`config.mk`:
```
export PLATFORM = sky130hd
export DESIGN_NAME = text_frame_line_parser
export DESIGN_NICKNAME = d
export VERILOG_FILES = /design/src/rtl/tflp_pkg.sv /design/src/rtl/tflp_line_core.sv /design/src/rtl/text_frame_line_parser.sv
export SDC_FILE = /design/constraint.sdc
export NUM_CORES = 1
export LEC_CHECK = 0
export CAP_MARGIN = 5
export CORE_UTILIZATION = 35
export CTS_BUF_LIST = sky130_fd_sc_hd__clkbuf_8
export CTS_CLUSTER_DIAMETER = 100
export DETAILED_ROUTE_END_ITERATION = 12
export DONT_BUFFER_PORTS = 1
export SYNTH_ARGS = -nofsm -noshare
export SYNTH_HDL_FRONTEND = slang
export SYNTH_SLANG_ARGS = --single-unit
```
`constraint.sdc`:
```
create_clock -name clock -period 8.69 [get_ports clock]
set_input_delay 1.3035 -clock clock [delete_from_list [all_inputs] [get_ports clock]]
set_output_delay 1.3035 -clock clock [all_outputs]
set_load 0.005 [all_outputs]
```
`src/rtl/tflp_pkg.sv`:
```
// shared types and constants for the text frame line parser
// no dependencies; used by tflp_line_core and text_frame_line_parser
`timescale 1ns / 1ps

package tflp_pkg;

   // result event codes
   localparam logic [1:0] EVT_NONE  = 2'd0;
   localparam logic [1:0] EVT_LINE  = 2'd1;
   localparam logic [1:0] EVT_FRAME = 2'd2;

   // register indexes on the csr port
   localparam logic [1:0] REG_LINE_END   = 2'd0;
   localparam logic [1:0] REG_LINE_START = 2'd1;
   localparam logic [1:0] REG_SEPARATOR  = 2'd2;

   // register reset values
   localparam logic [7:0] RST_LINE_END   = 8'd13;
   localparam logic [7:0] RST_LINE_START = 8'd10;
   localparam logic [7:0] RST_SEPARATOR  = 8'd9;

   // "Checksum" packed first char in low byte
   localparam logic [63:0] CHECKSUM_LABEL = 64'h6D75736B63656843;

   localparam logic [7:0] MINUS_CHAR = 8'h2D;
   localparam logic [7:0] ZERO_CHAR  = 8'h30;
   localparam logic [7:0] NINE_CHAR  = 8'h39;

   // magnitude clamp and the largest accumulator that may still take a digit
   localparam logic [31:0] MAG_LIMIT   = 32'h8000_0000;
   localparam logic [31:0] POS_MAX     = 32'h7FFF_FFFF;
   localparam logic [31:0] ACC_LIM     = 32'd214748364;
   localparam logic [31:0] ACC_LIM_NINE = 32'd214748363;

   typedef struct packed {
      logic [7:0] line_end_char;
      logic [7:0] line_start_char;
      logic [7:0] separator_char;
   } cfg_type;

   typedef struct packed {
      logic [1:0]   event_res;
      logic         sum_ok;
      logic [63:0]  label_text;
      logic [7:0]   label_len;
      logic         has_separator;
      logic [7:0]   value_len;
      logic         value_is_number;
      logic signed [31:0] value_number;
   } result_type;

endpackage

```
`src/rtl/tflp_line_core.sv`:
```
// per-byte parser state and result computation for the line parser
// depends on tflp_pkg
`timescale 1ns / 1ps

module tflp_line_core #(
   parameter int LINE_CAP = 128
) (
   input  logic                clock,
   input  logic                reset,
   input  logic                step,
   input  logic                kind,
   input  logic [7:0]          rx_byte,
   input  tflp_pkg::cfg_type   cfg,
   output tflp_pkg::result_type result
);

   localparam int POS_W = $clog2(LINE_CAP + 1);

   logic [POS_W-1:0] pos_ff, pos_in;
   logic [POS_W-1:0] sep_pos_ff, sep_pos_in;
   logic             sep_seen_ff, sep_seen_in;
   logic [63:0]      label_ff, label_in;
   logic [POS_W-1:0] label_len_ff, label_len_in;
   logic [31:0]      acc_ff, acc_in;
   logic             neg_ff, neg_in;
   logic             numeric_ff, numeric_in;
   logic             closed_ff, closed_in;
   logic [7:0]       sum_ff, sum_in;

   logic             frame_end;
   logic             do_open;
   logic [3:0]       digit;
   logic [31:0]      acc_lim;
   logic [31:0]      value_out;

   assign frame_end = !closed_ff && (pos_ff == POS_W'(9)) && sep_seen_ff &&
                      (sep_pos_ff == POS_W'(9)) && (label_len_ff == POS_W'(8)) &&
                      (label_ff == tflp_pkg::CHECKSUM_LABEL);

   assign digit   = 4'(rx_byte - tflp_pkg::ZERO_CHAR);
   assign acc_lim = (digit == 4'd9) ? tflp_pkg::ACC_LIM_NINE : tflp_pkg::ACC_LIM;

   // signed value from magnitude and sign
   assign value_out = neg_ff ? (32'd0 - acc_ff) :
                      ((acc_ff > tflp_pkg::POS_MAX) ? tflp_pkg::POS_MAX : acc_ff);

   always_comb begin
      pos_in       = pos_ff;
      sep_pos_in   = sep_pos_ff;
      sep_seen_in  = sep_seen_ff;
      label_in     = label_ff;
      label_len_in = label_len_ff;
      acc_in       = acc_ff;
      neg_in       = neg_ff;
      numeric_in   = numeric_ff;
      closed_in    = closed_ff;
      sum_in       = sum_ff;
      do_open      = 1'b0;
      result       = '0;
      result.event_res = tflp_pkg::EVT_NONE;

      if (step) begin
         if (kind) begin
            do_open = 1'b1;
            sum_in  = 8'd0;
         end else begin
            sum_in = sum_ff + rx_byte;
            if (frame_end) begin
               result.event_res = tflp_pkg::EVT_FRAME;
               result.sum_ok    = (sum_in == 8'd0);
               sum_in           = 8'd0;
               do_open          = 1'b1;
            end else if (rx_byte == cfg.line_start_char) begin
               do_open = 1'b1;
            end else if (closed_ff) begin
               // closed line: byte only summed
            end else if (rx_byte == cfg.line_end_char) begin
               result.event_res     = tflp_pkg::EVT_LINE;
               result.label_text    = label_ff;
               result.label_len     = 8'(label_len_ff);
               result.has_separator = sep_seen_ff;
               result.value_is_number = 1'b1;
               if (sep_seen_ff) begin
                  result.value_len       = 8'(pos_ff - sep_pos_ff);
                  result.value_is_number = numeric_ff;
                  result.value_number    = value_out;
               end
               closed_in = 1'b1;
            end else if (pos_ff < POS_W'(LINE_CAP)) begin
               pos_in = pos_ff + POS_W'(1);
               if (rx_byte == cfg.separator_char) begin
                  sep_pos_in  = pos_ff + POS_W'(1);
                  sep_seen_in = 1'b1;
                  acc_in      = 32'd0;
                  neg_in      = 1'b0;
                  numeric_in  = 1'b1;
               end else if (!sep_seen_ff) begin
                  for (int i = 0; i < 8; i++) begin
                     if (pos_ff == POS_W'(i)) label_in[i*8 +: 8] = rx_byte;
                  end
                  label_len_in = pos_ff + POS_W'(1);
               end else if (rx_byte == tflp_pkg::MINUS_CHAR && pos_ff == sep_pos_ff) begin
                  neg_in = 1'b1;
               end else if (rx_byte >= tflp_pkg::ZERO_CHAR && rx_byte <= tflp_pkg::NINE_CHAR &&
                            numeric_ff) begin
                  if (acc_ff > acc_lim) acc_in = tflp_pkg::MAG_LIMIT;
                  else acc_in = (acc_ff << 3) + (acc_ff << 1) + 32'(digit);
               end else begin
                  numeric_in = 1'b0;
               end
            end
         end
      end

      if (do_open) begin
         pos_in       = '0;
         sep_pos_in   = '0;
         sep_seen_in  = 1'b0;
         label_in     = '0;
         label_len_in = '0;
         acc_in       = 32'd0;
         neg_in       = 1'b0;
         numeric_in   = 1'b1;
         closed_in    = frame_end && step && !kind;
      end
   end

   always_ff @(posedge clock) begin
      if (reset) begin
         pos_ff       <= '0;
         sep_pos_ff   <= '0;
         sep_seen_ff  <= 1'b0;
         label_ff     <= '0;
         label_len_ff <= '0;
         acc_ff       <= 32'd0;
         neg_ff       <= 1'b0;
         numeric_ff   <= 1'b1;
         closed_ff    <= 1'b0;
         sum_ff       <= 8'd0;
      end else begin
         pos_ff       <= pos_in;
         sep_pos_ff   <= sep_pos_in;
         sep_seen_ff  <= sep_seen_in;
         label_ff     <= label_in;
         label_len_ff <= label_len_in;
         acc_ff       <= acc_in;
         neg_ff       <= neg_in;
         numeric_ff   <= numeric_in;
         closed_ff    <= closed_in;
         sum_ff       <= sum_in;
      end
   end

endmodule

```
`src/rtl/text_frame_line_parser.sv`:
```
// top level of the text frame line parser: csr registers, core, result buffer
// depends on tflp_pkg and tflp_line_core
`timescale 1ns / 1ps

// usage
// - req channel: one transaction per received byte; req_tdata[7:0] is the byte,
//   req_tuser is the kind (0 byte, 1 restart: clear sum and open a fresh line)
// - rsp channel: exactly one transaction per req transaction, in order;
//   rsp_tuser is the event (none, line complete, frame end), rsp_tdata the fields
// - csr port: apb style, line end / line start / separator chars at 0x0/0x4/0x8;
//   write only while the block is idle
// - result: registered in the output register, or parked in the skid register during a stall
// - throughput: one byte per cycle while req_tready is high; the per-byte parse is one combinational pass
//   from the parser state registers into the result register
// - stall: a two-entry result buffer (output register plus skid register) lets
//   one more byte in while a result waits; req_tready drops only when both hold
// - reset: synchronous; clears parser state, sum and buffer, chars to 13/10/9

module text_frame_line_parser #(
   parameter int LINE_CAP = 128
) (
   input  logic         clock,
   input  logic         reset,
   // request stream
   input  logic         req_tvalid,
   output logic         req_tready,
   input  logic [7:0]   req_tdata,   // [7:0] rx_byte
   input  logic         req_tuser,   // [0] kind
   // result stream
   output logic         rsp_tvalid,
   input  logic         rsp_tready,
   output logic [119:0] rsp_tdata,   // [0] sum_ok, [64:1] label_text, [72:65] label_len,
                                     // [73] has_separator, [81:74] value_len,
                                     // [82] value_is_number, [114:83] value_number, rest 0
   output logic [1:0]   rsp_tuser,   // [1:0] event_res
   // configuration
   input  logic         csr_psel,
   input  logic         csr_penable,
   input  logic         csr_pwrite,
   input  logic [3:0]   csr_paddr,
   input  logic [31:0]  csr_pwdata,
   output logic [31:0]  csr_prdata,
   output logic         csr_pready
);

   tflp_pkg::cfg_type    cfg_ff;
   tflp_pkg::result_type core_result;
   tflp_pkg::result_type out_ff, out_in;
   tflp_pkg::result_type skid_ff, skid_in;
   logic                 out_valid_ff, out_valid_in;
   logic                 skid_valid_ff, skid_valid_in;

   logic req_take;
   logic rsp_take;
   logic csr_write;

   // ---------------- csr registers ----------------
   assign csr_pready = 1'b1;
   assign csr_write  = csr_psel && csr_penable && csr_pwrite && csr_pready;

   always_ff @(posedge clock) begin
      if (reset) begin
         cfg_ff.line_end_char   <= tflp_pkg::RST_LINE_END;
         cfg_ff.line_start_char <= tflp_pkg::RST_LINE_START;
         cfg_ff.separator_char  <= tflp_pkg::RST_SEPARATOR;
      end else if (csr_write) begin
         case (csr_paddr[3:2])
            tflp_pkg::REG_LINE_END:   cfg_ff.line_end_char   <= csr_pwdata[7:0];
            tflp_pkg::REG_LINE_START: cfg_ff.line_start_char <= csr_pwdata[7:0];
            tflp_pkg::REG_SEPARATOR:  cfg_ff.separator_char  <= csr_pwdata[7:0];
            default: ;  // unmapped address, write dropped
         endcase
      end
   end

   always_comb begin
      case (csr_paddr[3:2])
         tflp_pkg::REG_LINE_END:   csr_prdata = {24'd0, cfg_ff.line_end_char};
         tflp_pkg::REG_LINE_START: csr_prdata = {24'd0, cfg_ff.line_start_char};
         tflp_pkg::REG_SEPARATOR:  csr_prdata = {24'd0, cfg_ff.separator_char};
         default:                  csr_prdata = 32'd0;
      endcase
   end

   // ---------------- parser core ----------------
   assign req_tready = !skid_valid_ff;
   assign req_take   = req_tvalid && req_tready;
   assign rsp_take   = out_valid_ff && rsp_tready;

   tflp_line_core #(
      .LINE_CAP (LINE_CAP)
   ) u_core (
      .clock   (clock),
      .reset   (reset),
      .step    (req_take),
      .kind    (req_tuser),
      .rx_byte (req_tdata),
      .cfg     (cfg_ff),
      .result  (core_result)
   );

   // ---------------- result buffer ----------------
   // skid holds a result only when the output register is stalled and full
   always_comb begin
      out_in        = out_ff;
      skid_in       = skid_ff;
      out_valid_in  = out_valid_ff;
      skid_valid_in = skid_valid_ff;
      if (skid_valid_ff) begin
         if (rsp_take) begin
            out_in        = skid_ff;
            skid_valid_in = 1'b0;
         end
      end else if (req_take) begin
         if (!out_valid_ff || rsp_take) begin
            out_in       = core_result;
            out_valid_in = 1'b1;
         end else begin
            skid_in       = core_result;
            skid_valid_in = 1'b1;
         end
      end else if (rsp_take) begin
         out_valid_in = 1'b0;
      end
   end

   always_ff @(posedge clock) begin
      if (reset) begin
         out_valid_ff  <= 1'b0;
         skid_valid_ff <= 1'b0;
      end else begin
         out_valid_ff  <= out_valid_in;
         skid_valid_ff <= skid_valid_in;
      end
   end

   // payload needs no reset
   always_ff @(posedge clock) begin
      out_ff  <= out_in;
      skid_ff <= skid_in;
   end

   assign rsp_tvalid = out_valid_ff;
   assign rsp_tuser  = out_ff.event_res;
   assign rsp_tdata  = {5'd0, out_ff.value_number, out_ff.value_is_number, out_ff.value_len,
                        out_ff.has_separator, out_ff.label_len, out_ff.label_text,
                        out_ff.sum_ok};

   // ---------------- assertions ----------------
   a_skid_needs_out: assert property (@(posedge clock) disable iff (reset)
      skid_valid_ff |-> out_valid_ff)
      else $error("skid register full while output register empty");

   a_stall_fills_skid: assert property (@(posedge clock) disable iff (reset)
      (req_take && out_valid_ff && !rsp_tready) |=> skid_valid_ff)
      else $error("result taken during stall was not parked in skid register");

   a_sum_ok_frame_only: assert property (@(posedge clock) disable iff (reset)
      (rsp_tvalid && rsp_tuser != tflp_pkg::EVT_FRAME) |-> !rsp_tdata[0])
      else $error("sum_ok set on a result that is not a frame end");

   a_event_code: assert property (@(posedge clock) disable iff (reset)
      rsp_tvalid |-> (rsp_tuser == tflp_pkg::EVT_NONE || rsp_tuser == tflp_pkg::EVT_LINE ||
                      rsp_tuser == tflp_pkg::EVT_FRAME))
      else $error("undefined event code on result");

endmodule

```
======== Yosys cells after proc, flatten, opt, wreduce, memory -nomap -nowiden ========
Cells that the tools add are included.
storage, ports and cells
  bits in registers ....................... 392
  bits of input ports ..................... 52
  output and inout port bits .............. 157
  word-level logic and storage cells ...... 187
operators by class
  $add $sub $neg .......................... 7
  order comparisons ....................... 5
  eq/ne operators ......................... 26
  muxes and demuxes ....................... 51
  bitwise operators ....................... 9
  reduce and logical (&&, ||, !) cells .... 51
operators with widths
  kind                                                                               number
  117-bit two-way mux                                                                5
  114-bit two-way mux                                                                4
  32-bit two-way mux                                                                 7
  10-bit AND reduction                                                               10
  64-bit by 63-bit == test with 1-bit output, second input constant                  1
  41-bit two-way mux                                                                 1
  32-bit adder                                                                       1
  32-bit by 4-bit adder with 32-bit output                                           1
  8-bit by 3-bit == test with 1-bit output, second input constant                    4
  8-bit == test                                                                      4
  32-bit by 31-bit greater-than comparator with 1-bit output, second input constant  1
  32-bit greater-than comparator                                                     1
  1-bit by 32-bit subtractor with 32-bit output, first input constant                1
  1-bit two-way mux                                                                  27
  8-bit by 4-bit == test with 1-bit output, second input constant                    3
  8-bit one-hot mux with 3 select lines                                              1
  9-bit AND reduction                                                                2
  8-bit by 2-bit == test with 1-bit output, second input constant                    2
  8-bit zero test                                                                    2
  8-bit two-way mux                                                                  2
  1-bit logical AND                                                                  14
  2-bit nonzero test                                                                 7
  2-bit by 1-bit != test with 1-bit output, second input constant                    5
  1-bit inverter                                                                     9
  24 further kinds                                                                   34

======== Logic depth before layout (Yosys ltp) ========
  depth in word-level cells ............... 12
  depth in mapped cells ................... 14

======== Hierarchy ========
From an unflattened synthesis, not the netlist that was laid out.
unflattened totals
  cells, all modules ...................... 1719
  area, all modules ....................... 19583.8 um2
by module, submodules not included
  module                  times used  cells each  area an instance (um2)
  text_frame_line_parser  1           532         9930.8
  tflp_line_core          1           1187        9653.0

======== Least setup slack after synthesis ========
Ideal clock, no wire load.
  path kind ............................... input port to flip-flop
  from .................................... input port req_tvalid
  to ...................................... register out_ff (netlist bit rsp_tdata[0]) (enable)
  setup time .............................. 632 ps
  data arrival time ....................... 7473 ps
  required time ........................... 8058 ps
  path slack .............................. 585 ps
  stages .................................. 4
  path buffers ............................ 1
  cell sequence ........................... nor2b_1 -> clkbuf_1 -> a21oi_1 -> a21oi_1
on the way
  longest elaborated chain between the ends .. 3
RTL lines
  item                           line                           text
  start: declaration             text_frame_line_parser.sv:25   input logic req_tvalid,
  1-bit logical AND              text_frame_line_parser.sv:87   assign req_take = req_tvalid && req_tready;
  2-bit nonzero test (no line)   --
  3-bit AND reduction (no line)  --
  end signal: assignment         text_frame_line_parser.sv:139  out_ff <= out_in;
  end: declaration               text_frame_line_parser.sv:48   tflp_pkg::result_type out_ff, out_in;
No other way between the ends.
A chain may end at the register's enable or synchronous reset.

======== Worst setup path after layout ========
  from .................................... register u_core.label_ff[2]
  to ...................................... register u_core.acc_ff[31]
on the way
  longest elaborated chain between the ends .. 6
RTL lines
  item                                            line                   text
  start: declaration                              tflp_line_core.sv:22   logic [63:0] label_ff, label_in;
  start signal: assignment                        tflp_line_core.sv:144  label_ff <= label_in;
  64-bit by 63-bit == test with 1-bit output (*)  tflp_line_core.sv:38   (label_ff == tflp_pkg::CHECKSUM_LABEL);
  1-bit logical AND (*)                           tflp_line_core.sv:37   (sep_pos_ff == POS_W'(9)) && (label_len_ff == POS_W'(8)) &&
  1-bit two-way mux                               tflp_line_core.sv:68   if (frame_end) begin
  1-bit two-way mux                               tflp_line_core.sv:63   if (kind) begin
  1-bit two-way mux                               tflp_line_core.sv:62   if (step) begin
  2-bit OR reduction (no line)                    --
  end signal: assignment                          tflp_line_core.sv:146  acc_ff <= acc_in;
  end: declaration                                tflp_line_core.sv:24   logic [31:0] acc_ff, acc_in;
Every way passes the cells marked *; elsewhere a longest branch is shown, timed or not.

==> key figures <==
Die
  • Core Rows: between 80 and 90
  • Die Ht: around 240 um
  • Core area: approximately 0.055 mm2
  • Starting Density: 35.6%
  • # IOs: around 210
  • Die Wd: ~240 um
  • DIE AREA: around 0.057 mm2

Clock network
  • Clk root buf: clkbuf_8
  • CTS max path bufs: 3
  • Post CTS Setup Buffer Count: 0
  • CTS H-tree depth: 3
  • CTS buffer count: a little under 70
  • PostCTS Resize Cnt: 0
  • Cts hold-fix bufs: 0
  • CTS tree: built
  • Clock Sink Count: just under 400
  • Clock transition at the registers of the reported paths: 0.06 ns
  • Worst-Skew Late Latency: between 0.6 and 0.7 ns

Cells and area
  • Layout fillers: between 5k and 6k
  • Seq. cell area: roughly 0.01 mm2
  • Commonest cells after routing, fill and taps aside: 234 x edfxtp_1, 209 x nor2_1, 157 x dfxtp_1
  • Layout Utilization: just under 40%
  • Multi-input gate area: 0.00885 mm2
  • Syn-to-layout area delta: 9.90%
  • Most common cell after layout, fill and taps aside: edfxtp_1
  • Final nets: 1888
  • Layout cell share with drive strength beyond 1: 13.8%

Global routing
  • Met3 Usage GRT: approximately 4.7%
  • First-pass GRT wire length: 76200 um
  • Largest net degree at the start of global routing: slightly above 90
  • Top Usage Layer GRT: met2
  • Initial antenna violation count: 1
  • Grt ovf: 0
  • Vias in the first global route: between 10k and 15k
  • GR Util All Layers: ~17%
  • GR Layer Usage met2: between 20% and 30%
  • GR Util met1: a little over a fifth

Worst setup path
  • CP peak stage delay: approximately 0.97 ns
  • Req. time, crit path: just over 9 ns
  • Worst reg2reg setup slack: roughly 4.4 ns
  • Critical Path, Cell by Cell: or4b_2, nor4_1, nand4_1, nand3_4, buf_4, nor2_1, a32oi_1, o21ai_0
  • Crit path buf inv count: 1
  • Worst reg-to-reg path cell count: 8
  • Slowest stage cell on the critical path: nor4_1
  • Critical Setup Path Class: flip-flop to flip-flop
  • Worst Setup End Kind: flip-flop
  • CP arrival: approximately 4.8 ns
  • Max FO, Critical Path: ~90
  • Stages on the worst setup path: 8
  • Setup crit start kind: flip-flop
  • Largest delay share family, worst path: simple AND/OR/NAND/NOR gates

Routing
  • Vias: 13.4k
  • Initial DRT Pass Iterations: 5
  • ANT nets after route: 0
  • Routed len/inst: 19.3 um
  • WL final: ~49000 um
  • DRC Markers: 0
  • Via density: ~5.2
  • Initial DRC count: slightly below 1k

Yosys
  • Ys async rst share: 0%
  • EDFF count, synth: between 200 and 250
  • Mapped Area: slightly below 0.02 mm2
  • Top_reg_cell synth: edfxtp_1
  • Cell variety after synth: 74
  • Syn_area_per_cell: about 11 um2
  • Mapped Cells: between 1.5k and 2k
  • Synth area leader: edfxtp_1
  • Sequential share of the synthesized area: approximately half
  • Post-synth top area share: between 30% and 40%
  • Synth area leaders: edfxtp_1 36%, dfxtp_1 16%, mux2i_1 5.7%
  • Synth warn: 0
  • Synth Register Bits: just under 400

Pwr
  • Pint: between 2000 and 3000 uW
  • Net Sw Power: 947 uW
  • Pwr/cell area: around 180 mW/mm2
  • Maximum vdd drop: 0.0960 mV
  • Net Sw Frac: around a quarter
  • Logic gate share of total power: 4.2%
  • Design Power: ~4000 uW
  • Pleak: slightly below 0.009 uW
  • Clock power frac: between 40% and 50%
  • Sequential power share: between 50% and 60%

Timing
  • Crit path time final: 4.31 ns
  • Slew margin rel.: a little over an eighth
  • Slew Limit Fails: 0
  • Clock Skew: 0.0567 ns
  • Fin crit share: approximately 50%
  • Unrepaired setup endpoints after global routing: false
  • FMAX: between 200 and 250 MHz
  • Final TNS setup: 0 ns
  • Worst-Margin Slew: ~1.3 ns
  • Final setup viols: 0
  • Final hold viol count: 0

Place
  • Hpwl dp: between 30000 and 40000 um
  • PortBufs: 0
  • GP Congestion: around 0.85

Worst hold path
  • Worst hold-check path type: flip-flop to flip-flop
  • Hold Crit Depth: 2

Run status
  • Status: completed

Flow run
  • Maxcap violations: 0
-- area by class of cell --
type | instances | share of cell area, %
Sequential cell | 392 | 47.1
Multi-Input combinational cell | 1240 | 40.9
Clock buffer | 79 | 5.03
Tap cell | 748 | 4.33
Clock inverter | 48 | 1.40
Timing Repair Buffer | 18 | 0.625
Inverter | 33 | 0.584
Antenna cell | 1 | 0.0116
-- tightest hold or removal path: cells and delay by family (launching register included) --
kind,cells,cell delay [ns]
and+or+nand+nor,1,0.05
AOI/OAI and AO/OA,1,0.05
DFF,1,0.31
-- metal layers --
metal	routed length [um]	part of all wire [%]
met2	23000	47
met5	0	0
met1	22000	44
met4	1280	2.6
met3	3190	6.5
-- path summary, 6_finish.rpt --
path / endpoint / start
max reg2reg: u_core.acc_ff[31] / u_core.label_ff[2]
max: u_core.acc_ff[31] / u_core.label_ff[2]
min reg2reg: u_core.sum_ff[3] / u_core.sum_ff[3]
min: u_core.sum_ff[3] / u_core.sum_ff[3]
-- logic make-up after synthesis --
group,after synthesis,synth area share (%)
AND/OR/NAND/NOR,586,15.6
flip-flops,392,51.8
AO/OA/AOI/OAI,258,8.66
multiplexers,207,11.1
buffers and inverters,168,4.01
adder cells (fa/ha/maj),82,5.37
XOR/XNOR,77,3.43
other,2,0.0382
-- per-stage QoR --
stage	worst slack [ns]	instances	hold WS, ns	instance area [um2]
after floorplan	0.585	1800	0.432	19800
after global placement	4.11	2431	0.437	20200
after detailed placement	4.09	2431	0.445	20200
after CTS	4.46	2558	0.453	21600
after global routing	4.21	2559	0.472	21600
final	4.38	2559	0.451	21600
-- state kept, by name (all words and copies together) (netlist names), 8 cells and up --
register             cells
u_core.sep_pos_ff        8
u_core.label_ff         64
skid_ff                117
u_core.sum_ff            8
cfg_ff                  24
u_core.pos_ff            8
u_core.acc_ff           32
rsp_tdata              115
u_core.label_len_ff      8
-- power by group through the flow --
stage | clock (uW) | sequential [uW] | combinational (uW)
floorplan | 0 | 2110 | 147
global placement | 0 | 2110 | 165
detailed placement | 0 | 2110 | 168
CTS | 1770 | 2070 | 170
global route | 1850 | 2080 | 184
finish | 1710 | 2070 | 166
-- synth_stat cells, types with 5 or more instances --
master	instances
o22ai_1	5
nand3_1	34
o21a_1	9
or3_1	7
a21o_1	15
inv_1	30
ha_1	78
nand4_4	8
o31ai_1	25
nor2b_1	18
xnor2_1	52
a311oi_1	8
a22oi_1	17
o311a_1	5
and4_1	6
nor3_1	32
o21ai_0	52
mux2_2	95
and2_1	5
buf_2	17
nor4_1	13
mux2i_1	112
and3_1	79
o41ai_1	5
or2_2	6
or4_1	6
nand2b_1	6
buf_1	11
a211oi_1	12
nand4_1	20
o211ai_1	7
nor2_2	8
buf_4	30
xor2_1	25
nor2_1	209
clkbuf_1	75
a31oi_1	12
edfxtp_1	234
dfxtp_1	158
a21oi_1	59
nor4b_1	5
nand2_1	101
Note: power is estimated with default switching activity, not from simulation.
